### src/sv/sorted_table_binary_lookup_unit_defines.svh
// Assertion macros for the sorted table lookup unit.
// Included by the top level; no other dependencies.
`ifndef SORTED_TABLE_BINARY_LOOKUP_UNIT_DEFINES_SVH
`define SORTED_TABLE_BINARY_LOOKUP_UNIT_DEFINES_SVH

// same-cycle implication
`define STBL_ASSERT_NOW(label, clk, rst, ante, cons, msg) \
   label: assert property (@(posedge clk) disable iff (rst) (ante) |-> (cons)) \
      else $error(msg);

// next-cycle implication
`define STBL_ASSERT_NEXT(label, clk, rst, ante, cons, msg) \
   label: assert property (@(posedge clk) disable iff (rst) (ante) |=> (cons)) \
      else $error(msg);

`endif

### src/sv/stbl_pkg.sv
// Shared constants and types for the sorted table lookup unit.
// No dependencies.
package stbl_pkg;

   localparam int TABLE_ENTRIES = 256;
   localparam int ADDR_W        = $clog2(TABLE_ENTRIES);
   localparam int INDEX_W       = 8;
   localparam int KEY_W         = 32;
   localparam int DATA_W        = 32;
   // search bounds: bottom up to TABLE_ENTRIES, top down to -1
   localparam int BT_W          = ADDR_W + 2;

   localparam logic OP_WRITE  = 1'b0;
   localparam logic OP_LOOKUP = 1'b1;

   typedef enum logic [1:0] {
      ST_IDLE,
      ST_PROBE,
      ST_HOLD
   } state_type;

   typedef struct packed {
      logic [DATA_W-1:0] length;
      logic [DATA_W-1:0] offset;
      logic [KEY_W-1:0]  key;
   } entry_type;

   localparam int ENTRY_W = $bits(entry_type);

   typedef struct packed {
      logic                   hit;
      logic                   done;
      logic signed [BT_W-1:0] bottom;
      logic signed [BT_W-1:0] top;
      logic [ADDR_W-1:0]      mid;
   } probe_type;

   typedef struct packed {
      logic              found;
      logic [DATA_W-1:0] offset;
      logic [DATA_W-1:0] length;
   } result_type;

endpackage

### src/sv/stbl_probe.sv
// Compare and bound update for one search probe, plus the next midpoint.
// Depends on stbl_pkg.
module stbl_probe (
   input  logic [stbl_pkg::KEY_W-1:0]         key,
   input  logic [stbl_pkg::KEY_W-1:0]         entry_key,
   input  logic signed [stbl_pkg::BT_W-1:0]   bottom,
   input  logic signed [stbl_pkg::BT_W-1:0]   top,
   input  logic [stbl_pkg::ADDR_W-1:0]        mid,
   output stbl_pkg::probe_type                result
);

   logic                             greater;
   logic                             equal;
   logic signed [stbl_pkg::BT_W-1:0] mid_s;
   logic signed [stbl_pkg::BT_W-1:0] bottom_n;
   logic signed [stbl_pkg::BT_W-1:0] top_n;
   logic signed [stbl_pkg::BT_W:0]   sum;

   always_comb begin
      greater = key > entry_key;
      equal   = key == entry_key;
      mid_s   = $signed({2'b00, mid});
      if (greater) begin
         bottom_n = bottom;
         top_n    = mid_s - stbl_pkg::BT_W'(1);
      end else begin
         bottom_n = mid_s + stbl_pkg::BT_W'(1);
         top_n    = top;
      end
      sum = (stbl_pkg::BT_W+1)'(bottom_n) + (stbl_pkg::BT_W+1)'(top_n);

      result.hit    = equal;
      result.done   = equal || (bottom_n == mid_s) || (top_n == mid_s)
                      || (bottom_n > top_n) || top_n[stbl_pkg::BT_W-1];
      result.bottom = bottom_n;
      result.top    = top_n;
      result.mid    = sum[stbl_pkg::ADDR_W:1];
   end

endmodule

### src/sv/stbl_seq.sv
// Lookup sequencer: item intake, probe loop around the shared compare unit,
// result register. Depends on stbl_pkg and stbl_probe.
module stbl_seq (
   input  logic                          clock,
   input  logic                          reset,
   input  logic                          req_valid,
   input  logic                          req_op,
   input  logic [stbl_pkg::KEY_W-1:0]    req_key,
   output logic                          req_ready,
   input  logic [stbl_pkg::INDEX_W-1:0]  last_index,
   output logic                          wr_en,
   output logic [stbl_pkg::ADDR_W-1:0]   rd_addr,
   input  stbl_pkg::entry_type           rd_data,
   output logic                          rsp_valid,
   input  logic                          rsp_ready,
   output stbl_pkg::result_type          rsp
);

   stbl_pkg::state_type              state_ff, state_in;
   logic [stbl_pkg::KEY_W-1:0]       key_ff, key_in;
   logic signed [stbl_pkg::BT_W-1:0] bottom_ff, bottom_in;
   logic signed [stbl_pkg::BT_W-1:0] top_ff, top_in;
   logic [stbl_pkg::ADDR_W-1:0]      mid_ff, mid_in;
   stbl_pkg::result_type             res_ff, res_in;
   stbl_pkg::result_type             rsp_ff, rsp_in;
   logic                             rsp_valid_ff, rsp_valid_in;
   stbl_pkg::probe_type              probe;
   stbl_pkg::result_type             res_now;
   logic                             out_free;

   stbl_probe u_probe (
      .key       (key_ff),
      .entry_key (rd_data.key),
      .bottom    (bottom_ff),
      .top       (top_ff),
      .mid       (mid_ff),
      .result    (probe)
   );

   always_ff @(posedge clock) begin
      if (reset) begin
         state_ff     <= stbl_pkg::ST_IDLE;
         rsp_valid_ff <= 1'b0;
      end else begin
         state_ff     <= state_in;
         rsp_valid_ff <= rsp_valid_in;
      end
   end

   always_ff @(posedge clock) begin
      key_ff    <= key_in;
      bottom_ff <= bottom_in;
      top_ff    <= top_in;
      mid_ff    <= mid_in;
      res_ff    <= res_in;
      rsp_ff    <= rsp_in;
   end

   always_comb begin
      state_in     = state_ff;
      key_in       = key_ff;
      bottom_in    = bottom_ff;
      top_in       = top_ff;
      mid_in       = mid_ff;
      res_in       = res_ff;
      rsp_in       = rsp_ff;
      rsp_valid_in = rsp_valid_ff && !rsp_ready;
      req_ready    = 1'b0;
      wr_en        = 1'b0;
      rd_addr      = mid_ff;
      out_free     = !rsp_valid_ff || rsp_ready;

      res_now.found  = probe.hit;
      res_now.offset = probe.hit ? rd_data.offset : '0;
      res_now.length = probe.hit ? rd_data.length : '0;

      unique case (state_ff)
         stbl_pkg::ST_IDLE: begin
            req_ready = 1'b1;
            if (req_valid) begin
               if (req_op == stbl_pkg::OP_LOOKUP) begin
                  key_in    = req_key;
                  bottom_in = '0;
                  top_in    = $signed(stbl_pkg::BT_W'(last_index));
                  mid_in    = stbl_pkg::ADDR_W'(last_index >> 1);
                  rd_addr   = mid_in;
                  state_in  = stbl_pkg::ST_PROBE;
               end else begin
                  wr_en = 1'b1;
               end
            end
         end
         stbl_pkg::ST_PROBE: begin
            bottom_in = probe.bottom;
            top_in    = probe.top;
            mid_in    = probe.mid;
            rd_addr   = probe.mid;
            if (probe.done) begin
               res_in = res_now;
               if (out_free) begin
                  rsp_in       = res_now;
                  rsp_valid_in = 1'b1;
                  state_in     = stbl_pkg::ST_IDLE;
               end else begin
                  state_in = stbl_pkg::ST_HOLD;
               end
            end
         end
         stbl_pkg::ST_HOLD: begin
            if (out_free) begin
               rsp_in       = res_ff;
               rsp_valid_in = 1'b1;
               state_in     = stbl_pkg::ST_IDLE;
            end
         end
         default: begin
            state_in = stbl_pkg::ST_IDLE;
         end
      endcase
   end

   assign rsp_valid = rsp_valid_ff;
   assign rsp       = rsp_ff;

endmodule

### config.mk
export PLATFORM = sky130hd
export DESIGN_NAME = stbl_seq
export DESIGN_NICKNAME = d
export VERILOG_FILES = /design/src/sv/sorted_table_binary_lookup_unit_defines.svh /design/src/sv/stbl_pkg.sv /design/src/sv/stbl_probe.sv /design/src/sv/stbl_seq.sv
export SDC_FILE = /design/constraint.sdc
export NUM_CORES = 1
export LEC_CHECK = 0
export BUFFER_PORTS_ARGS = -buffer_cell sky130_fd_sc_hd__buf_2
export CAP_MARGIN = 20
export CORE_UTILIZATION = 54
export DETAILED_ROUTE_END_ITERATION = 16
export HOLD_SLACK_MARGIN = 0.12
export PLACE_DENSITY = 0.88
export RECOVER_POWER = 25
export SKIP_CTS_REPAIR_TIMING = 1
export SLEW_MARGIN = 20
export SYNTH_ARGS = -nofsm -noshare
export SYNTH_HDL_FRONTEND = slang
export SYNTH_SLANG_ARGS = --single-unit
export TNS_END_PERCENT = 5
### constraint.sdc
create_clock -name clock -period 10.6 [get_ports clock]
set_clock_uncertainty 0.05 [all_clocks]
set_input_delay 2.12 -clock clock [delete_from_list [all_inputs] [get_ports clock]]
set_output_delay 2.12 -clock clock [all_outputs]
set_load 0.01 [all_outputs]
Yosys cells after proc, flatten, opt, wreduce, memory -nomap -nowiden
Cells that the tools add are included.
{"block": "totals", "regBits": 193, "out_inout_bits": 76, "elab_cells": 73}
{"block": "op_classes", "addsub": 3, "order_cmp": 2, "eq_ne": 10, "muxes": 30, "n_reduce_logical": 16}
{"cell": "two-way mux 65 bit", "count": 3}
{"cell": "one-hot mux 65 bit (2 select lines)", "count": 1}
{"cell": "two-way mux 32 bit", "count": 2}
{"cell": "two-way mux 10 bit", "count": 6}
{"cell": "one-hot mux 10 bit (2 select lines)", "count": 2}
{"cell": "equality test 32 bit", "count": 1}
{"cell": "greater-than comparator 32 bit", "count": 1}
{"cell": "equality test 10 x 9 -> 1 bit", "count": 2}
{"cell": "two-way mux 8 bit", "count": 2}
{"cell": "one-hot mux 8 bit (2 select lines)", "count": 1}
{"cell": "greater-than comparator 10 bit", "count": 1}
{"cell": "two-way mux 2 bit", "count": 5}
{"cell": "!= test 2 bit (second input constant)", "count": 5}
{"cell": "adder 8 x 1 -> 9 bit (second input constant)", "count": 1}
{"cell": "adder 9 bit", "count": 1}
{"cell": "subtractor 8 x 1 -> 9 bit (second input constant)", "count": 1}
{"cell": "AND reduction 4 bit", "count": 2}
{"cell": "two-way mux 1 bit", "count": 6}
{"cell": "one-hot mux 2 bit (3 select lines)", "count": 1}
{"cell": "AND reduction 3 bit", "count": 2}
{"cell": "logical OR 1 bit", "count": 5}
{"cell": "nonzero test 2 bit", "count": 2}
{"cell": "equality test 2 x 1 -> 1 bit (second input constant)", "count": 1}
{"cell": "equality test 2 bit (second input constant)", "count": 1}
{"cell": "other kinds (5)", "count": 6}

Longest topological paths before layout
{"block": "logic_depth", "word_depth": 9, "mapped_depth": 20}

Cells and area by module
A second synthesis with hierarchy kept.
{"block": "hier_totals", "hier_cells": 710, "area_unflattened_um2": 9988.3}
{"module": "stbl_seq", "n_inst": 1, "cells_each": 429, "area_per_inst_um2": 7757.4}
{"module": "stbl_probe", "n_inst": 1, "cells_each": 281, "area_per_inst_um2": 2230.9}

Worst setup path after synthesis
No wires, ideal clock.
{"block": "synth_path", "path_type": "input port to flip-flop", "start": "input port rd_data[14] (netlist name)", "end": "register res_ff[0] (netlist name) (enable)", "setup_ps": 488, "arrival_time_ps": 7969, "t_required_ps": 10062, "path_slack_ps": 2093, "path_stages": 19, "path_buffers": 1, "path_cell_list": "inv_1 > ha_1 > nand4_1 > nor4_1 > and2_0 > a21oi_1 > nor2_1 > clkbuf_1 > nor2_1 > a21oi_1 > inv_1 > ha_1 > o21bai_1 > a221o_1 > a31oi_1 > a211oi_1 > or3_1 > nor4b_2 > nor2_1"}
{"item": "start, declared", "line_no": "stbl_seq.sv:13", "rtl": "input stbl_pkg::entry_type rd_data,"}
{"item": "end signal, assigned", "line_no": "stbl_seq.sv:55", "rtl": "res_ff <= res_in;"}
{"item": "end, declared", "line_no": "stbl_seq.sv:24", "rtl": "stbl_pkg::result_type res_ff, res_in;"}

Worst setup path after layout
{"block": "layout_path", "start": "input port rd_data[27] (netlist name)", "end": "output port rd_addr[7] (netlist name)"}
{"block": "layout_via", "elab_chain_cells": 4, "elab_cells_between_ends": 5}
{"item": "greater-than comparator 32 bit *", "line_no": "stbl_probe.sv:20", "rtl": "greater = key > entry_key;"}
{"item": "two-way mux 10 bit", "line_no": "stbl_probe.sv:23", "rtl": "if (greater) begin"}
{"item": "adder 9 bit *", "line_no": "stbl_probe.sv:30", "rtl": "sum = (stbl_pkg::BT_W+1)'(bottom_n) + (stbl_pkg::BT_W+1)'(top_n);"}
{"item": "one-hot mux 8 bit (2 select lines) *", "line_no": "stbl_seq.sv:77", "rtl": "unique case (state_ff)"}
{"item": "end, declared", "line_no": "stbl_seq.sv:12", "rtl": "output logic [stbl_pkg::ADDR_W-1:0] rd_addr,"}
Mark *: on every way between the ends. The rest lies on a longest branch, timed or not.

==> results.md <==
- The run finished, with violations left.
- The final reports fail on max-capacitance violations, max-slew violations.
- The number of top-level pins is 217.
- The routed via count is 6,405.
- The shortest period the worst path allows is 8.77 ns.
- STA puts the critical path data arrival time at 6.60 ns.
- The depth of the worst register-to-register path is 16.
- The startpoint class of the critical path is an input pin.
- The count of buffers added on input and output ports is 216.
- CTS saw 193 sinks.
- The startpoint of the worst register-to-register path is key_ff[27]$_DFFE_PP_.
- During synthesis, Yosys emitted a total of 0 warnings.
- The standard-cell row count is 47.
- In this run, synthesis produced a sequential element count of 193.
- The post-detailed-route via-to-cell ratio is 5.57.
- Static timing analysis puts the maximum clock frequency at 114 MHz.
- The number of antenna violations at the first check in global routing is 0.
- The root cell of the clock tree is clkbuf_16.
- After synthesis, flip-flops and latches occupy 60.5% of the total area.
- In this run the remaining antenna-violating nets after routing total 0.
- The worst register-to-register path ends at rsp[11]$_DFFE_PP_.
- The worst setup slack for register-to-register paths is 4.45 ns.
- The signal on the critical path passes through buf_2 -> inv_1 -> ha_1 -> nand4_1 -> or4_1 -> a311o_1 -> nand2_1 -> a21oi_1 -> ha_1 -> fa_1 -> a21o_1 -> a21oi_1 -> o21bai_1 -> a21oi_1 -> o21bai_1 -> a21oi_1 -> xnor2_1 -> o21ai_0 -> buf_2.
- Of all nets on the critical path, the largest fanout is 21.
- The count of final max-slew check failures is 42.
- The multi-input combinational cells in the finished layout cover a total of 0.00337 mm².
- The worst-case hold path end point is state_ff[1]$_SDFFE_PP0P_.
- After synthesis, the netlist uses 45 different library cells.
- At the pin with the least slew margin, the transition time is 1.88 ns.
- The clock insertion delay at the later pin of the skew report is 0.43 ns.
- The fraction of the mapped netlist area in simple logic gates is 10.1%.
- In the finished design, the share of the clock period the worst path needs comes to 82.8%.
- The pin count of the biggest net entering global routing is 70.
- In the routed design, unresolved DRC markers number 0.
- Global routing consumed, over all layers together, 23.4% of the routing resources.
- The number of fill cells is 1,283.
- Setup repair after global routing left no endpoint under its margin.
- The XOR/XNOR share of the synthesized area is 3.17%.
- The most numerous cell on the critical path is a21oi_1.
- The portion of synthesized area spent on multiplexers is 8.74%.
- In the synthesized netlist the dominant register cell turns out to be edfxtp_1.
- The final hold violation count is 0.
- Relative to the synthesized area, the layout overhead comes to 19.5%.
- The class of the tightest hold or removal check is reg -> reg.
- The max-capacitance violation count is 1.
- Measured against its own limit, the worst slew margin works out to -25.2%.
- The count of inserted antenna diode cells is 0.
- The kind of end point of the critical path is an output port.
- The clock-pin slew on the worst setup and hold paths is 0.07 ns.
- The die span in y is 134 µm.
- The worst hold path cell count is 2.
- The number of global-route vias before repair is 6,401.
- In this run the horizontal extent of the chip is 134 µm.
- The synthesized-area fraction occupied by adder cells is 7.54%.
- For this configuration, the core starts out at a cell density of 56.1%.
- The biggest cell delay along the critical path is 0.62 ns.
- The share of cells above drive strength 1 is 30.7%.
- The detailed router finished its first iteration with 507 violations.
- The ratio of total power to cell area is 186 mW/mm².
- The die outline area is 0.0179 mm².
- In the synthesized netlist the async set-or-reset flop fraction comes to 0%.
- Adding up every negative setup slack in the final design gives 0 ns.
- The hold path startpoint is state_ff[1]$_SDFFE_PP0P_.
- Counting flops with a built-in enable in the synthesized netlist gives 182.
- The gate count after technology mapping is 712.
- At the worst endpoint, the required time is 8.43 ns.
- The storage element area is 0.00569 mm².
- Once detailed placement completed, the half-perimeter wirelength came to 14.5 mm.
- CTS built an H-tree with a depth of 4.
- The residual overflow from global routing is 0.
- The clock passes through at most 2 buffers.
- The count of final setup violators is 0.
- The number of nets produced by synthesis is 909.
- The CTS tree is done.
- The largest family of logic cells by synthesized area is simple AND/OR/NAND/NOR gates.
- The cell area after technology mapping is 0.00939 mm².
- The peak ir drop on the vdd network is 0.000146 V.
- The total leakage power is 0.00489 µW.
- The post-detailed-routing wire length is 20.6 mm.
- The wire length per cell is 18.0 µm.
- The final net count is 1,113.
- The number of buffers created by CTS is 17.
- The length of the first detailed-routing pass in iterations is 5.
- The category of the critical setup timing path is in -> out.
- The mean post-synth cell area is 13.2 µm².
- The tightest hold path in the finished design has a slack of 0.473 ns.
- On the critical path, the stage with the largest delay is an instance of or4_1.
- The placeable core region is 0.0168 mm².
- The sum of internal, switching and leakage power is 2090 µW.
- The weighted congestion at the end of routability-driven global placement is 0.886.
- The post-synthesis compound-gate area fraction is 5.99%.
- The first global-routing pass estimated 32.3 mm of wire.
[worst max-delay path by stage]
stage,startpoint,end,depth (start not counted)
3_5_place_dp,rd_data[27],rd_addr[7],19
5_1_grt,rd_data[14],rd_addr[7],21
6_report,rd_data[27],rd_addr[7],19
3_3_place_gp,rd_data[27],rd_addr[7],19
4_1_cts,rd_data[27],rd_addr[7],19
2_1_floorplan,rd_data[14],res_ff[0]$_DFFE_PP_,19
[power by group]
group          leakage [µW]  total, µW  internal, µW  switching (µW)
Clock              0.000292        654           357             297
Sequential          0.00186        966           897            69.5
Combinational       0.00274        470           202             268
[Yosys cell counts (3+ instances only)]
| master | number | area share (%) |
|---|---|---|
| and3_1 | 68 | 4.5 |
| a31oi_1 | 3 | 0.20 |
| o21bai_1 | 5 | 0.40 |
| dfxtp_1 | 11 | 2.3 |
| nor3_1 | 4 | 0.21 |
| nand3_1 | 7 | 0.37 |
| ha_1 | 55 | 7.3 |
| o21ai_0 | 22 | 1.2 |
| nor2_1 | 20 | 0.80 |
| a21oi_1 | 28 | 1.5 |
| xor2_1 | 19 | 1.8 |
| a222oi_1 | 6 | 0.64 |
| xnor2_1 | 15 | 1.4 |
| a21o_1 | 4 | 0.32 |
| nand4_1 | 9 | 0.60 |
| clkbuf_1 | 37 | 1.5 |
| nor4_1 | 6 | 0.40 |
| and2_1 | 10 | 0.67 |
| inv_1 | 61 | 2.4 |
| mux2_2 | 72 | 8.6 |
| a22oi_1 | 3 | 0.24 |
| edfxtp_1 | 182 | 58 |
| nand2_1 | 35 | 1.4 |
[worst max-delay path: cells and delay by family]
family	cells	cell delay [ns]
buf+inv	3	0.28
xor+xnor	1	0.08
fa+ha+maj	3	1.01
simple gates	3	1.30
compound gates	9	1.83
[stage by stage]
step	std cells	util [%]	setup slack, ns	instance area, µm²
floorplan	712	-	2.09	9390
global placement	1117	63.8	1.98	10700
detailed placement	1117	63.8	1.83	10700
CTS	1149	67.4	1.82	11300
global route	1149	67.0	1.46	11200
finish	1149	67.0	1.83	11200
[registers in the layout, summed over array words and instances, names as in the netlist]
register,cells
res_ff,65
rsp,65
key_ff,32
bottom_ff,10
top_ff,10
mid_ff,8
state_ff,2
rsp_valid,1
[logic make-up after synthesis]
| group | count (synthesis) |
|---|---|
| DFF | 193 |
| and+or+nand+nor | 173 |
| buffers and inverters | 98 |
| AOI/OAI and AO/OA | 85 |
| muxes | 73 |
| adders and majority gates | 56 |
| xor gates and xnor gates | 34 |
[per-layer routing]
layer,global-route usage [%],part of all wire (%),up-vias,wire (µm)
li1,-,-,3047,-
met1,30.6,43,3104,8940
met2,38.7,49,221,10100
met3,4.91,5.7,33,1180
met4,8.40,2.2,0,461
met5,0,0,-,0
[cell type report]
class / count / share of cell area, %
clock buffers: 18 / 3.82
clock inverters: 14 / 1.52
inverters: 61 / 2.04
multi-input cells: 421 / 30.1
flip-flops and latches: 193 / 50.6
well taps: 220 / 2.45
repair buffers: 222 / 9.48
[placed cells by master, fill, tap and decap left out, types with 5 or more instances in the layout]
| cell type | n |
|---|---|
| and2_1 | 10 |
| ha_1 | 54 |
| dfxtp_1 | 11 |
| inv_1 | 61 |
| xnor2_1 | 15 |
| and3_1 | 67 |
| clkbuf_16 | 17 |
| nand2_1 | 35 |
| buf_4 | 6 |
| a21oi_1 | 28 |
| buf_2 | 167 |
| nand4_1 | 9 |
| a222oi_1 | 6 |
| o21bai_1 | 5 |
| o21ai_0 | 22 |
| nand3_1 | 7 |
| xor2_1 | 19 |
| mux2_2 | 72 |
| edfxtp_1 | 182 |
| clkbuf_1 | 50 |
| nor2_1 | 19 |
(Power assumes the default switching activity.)
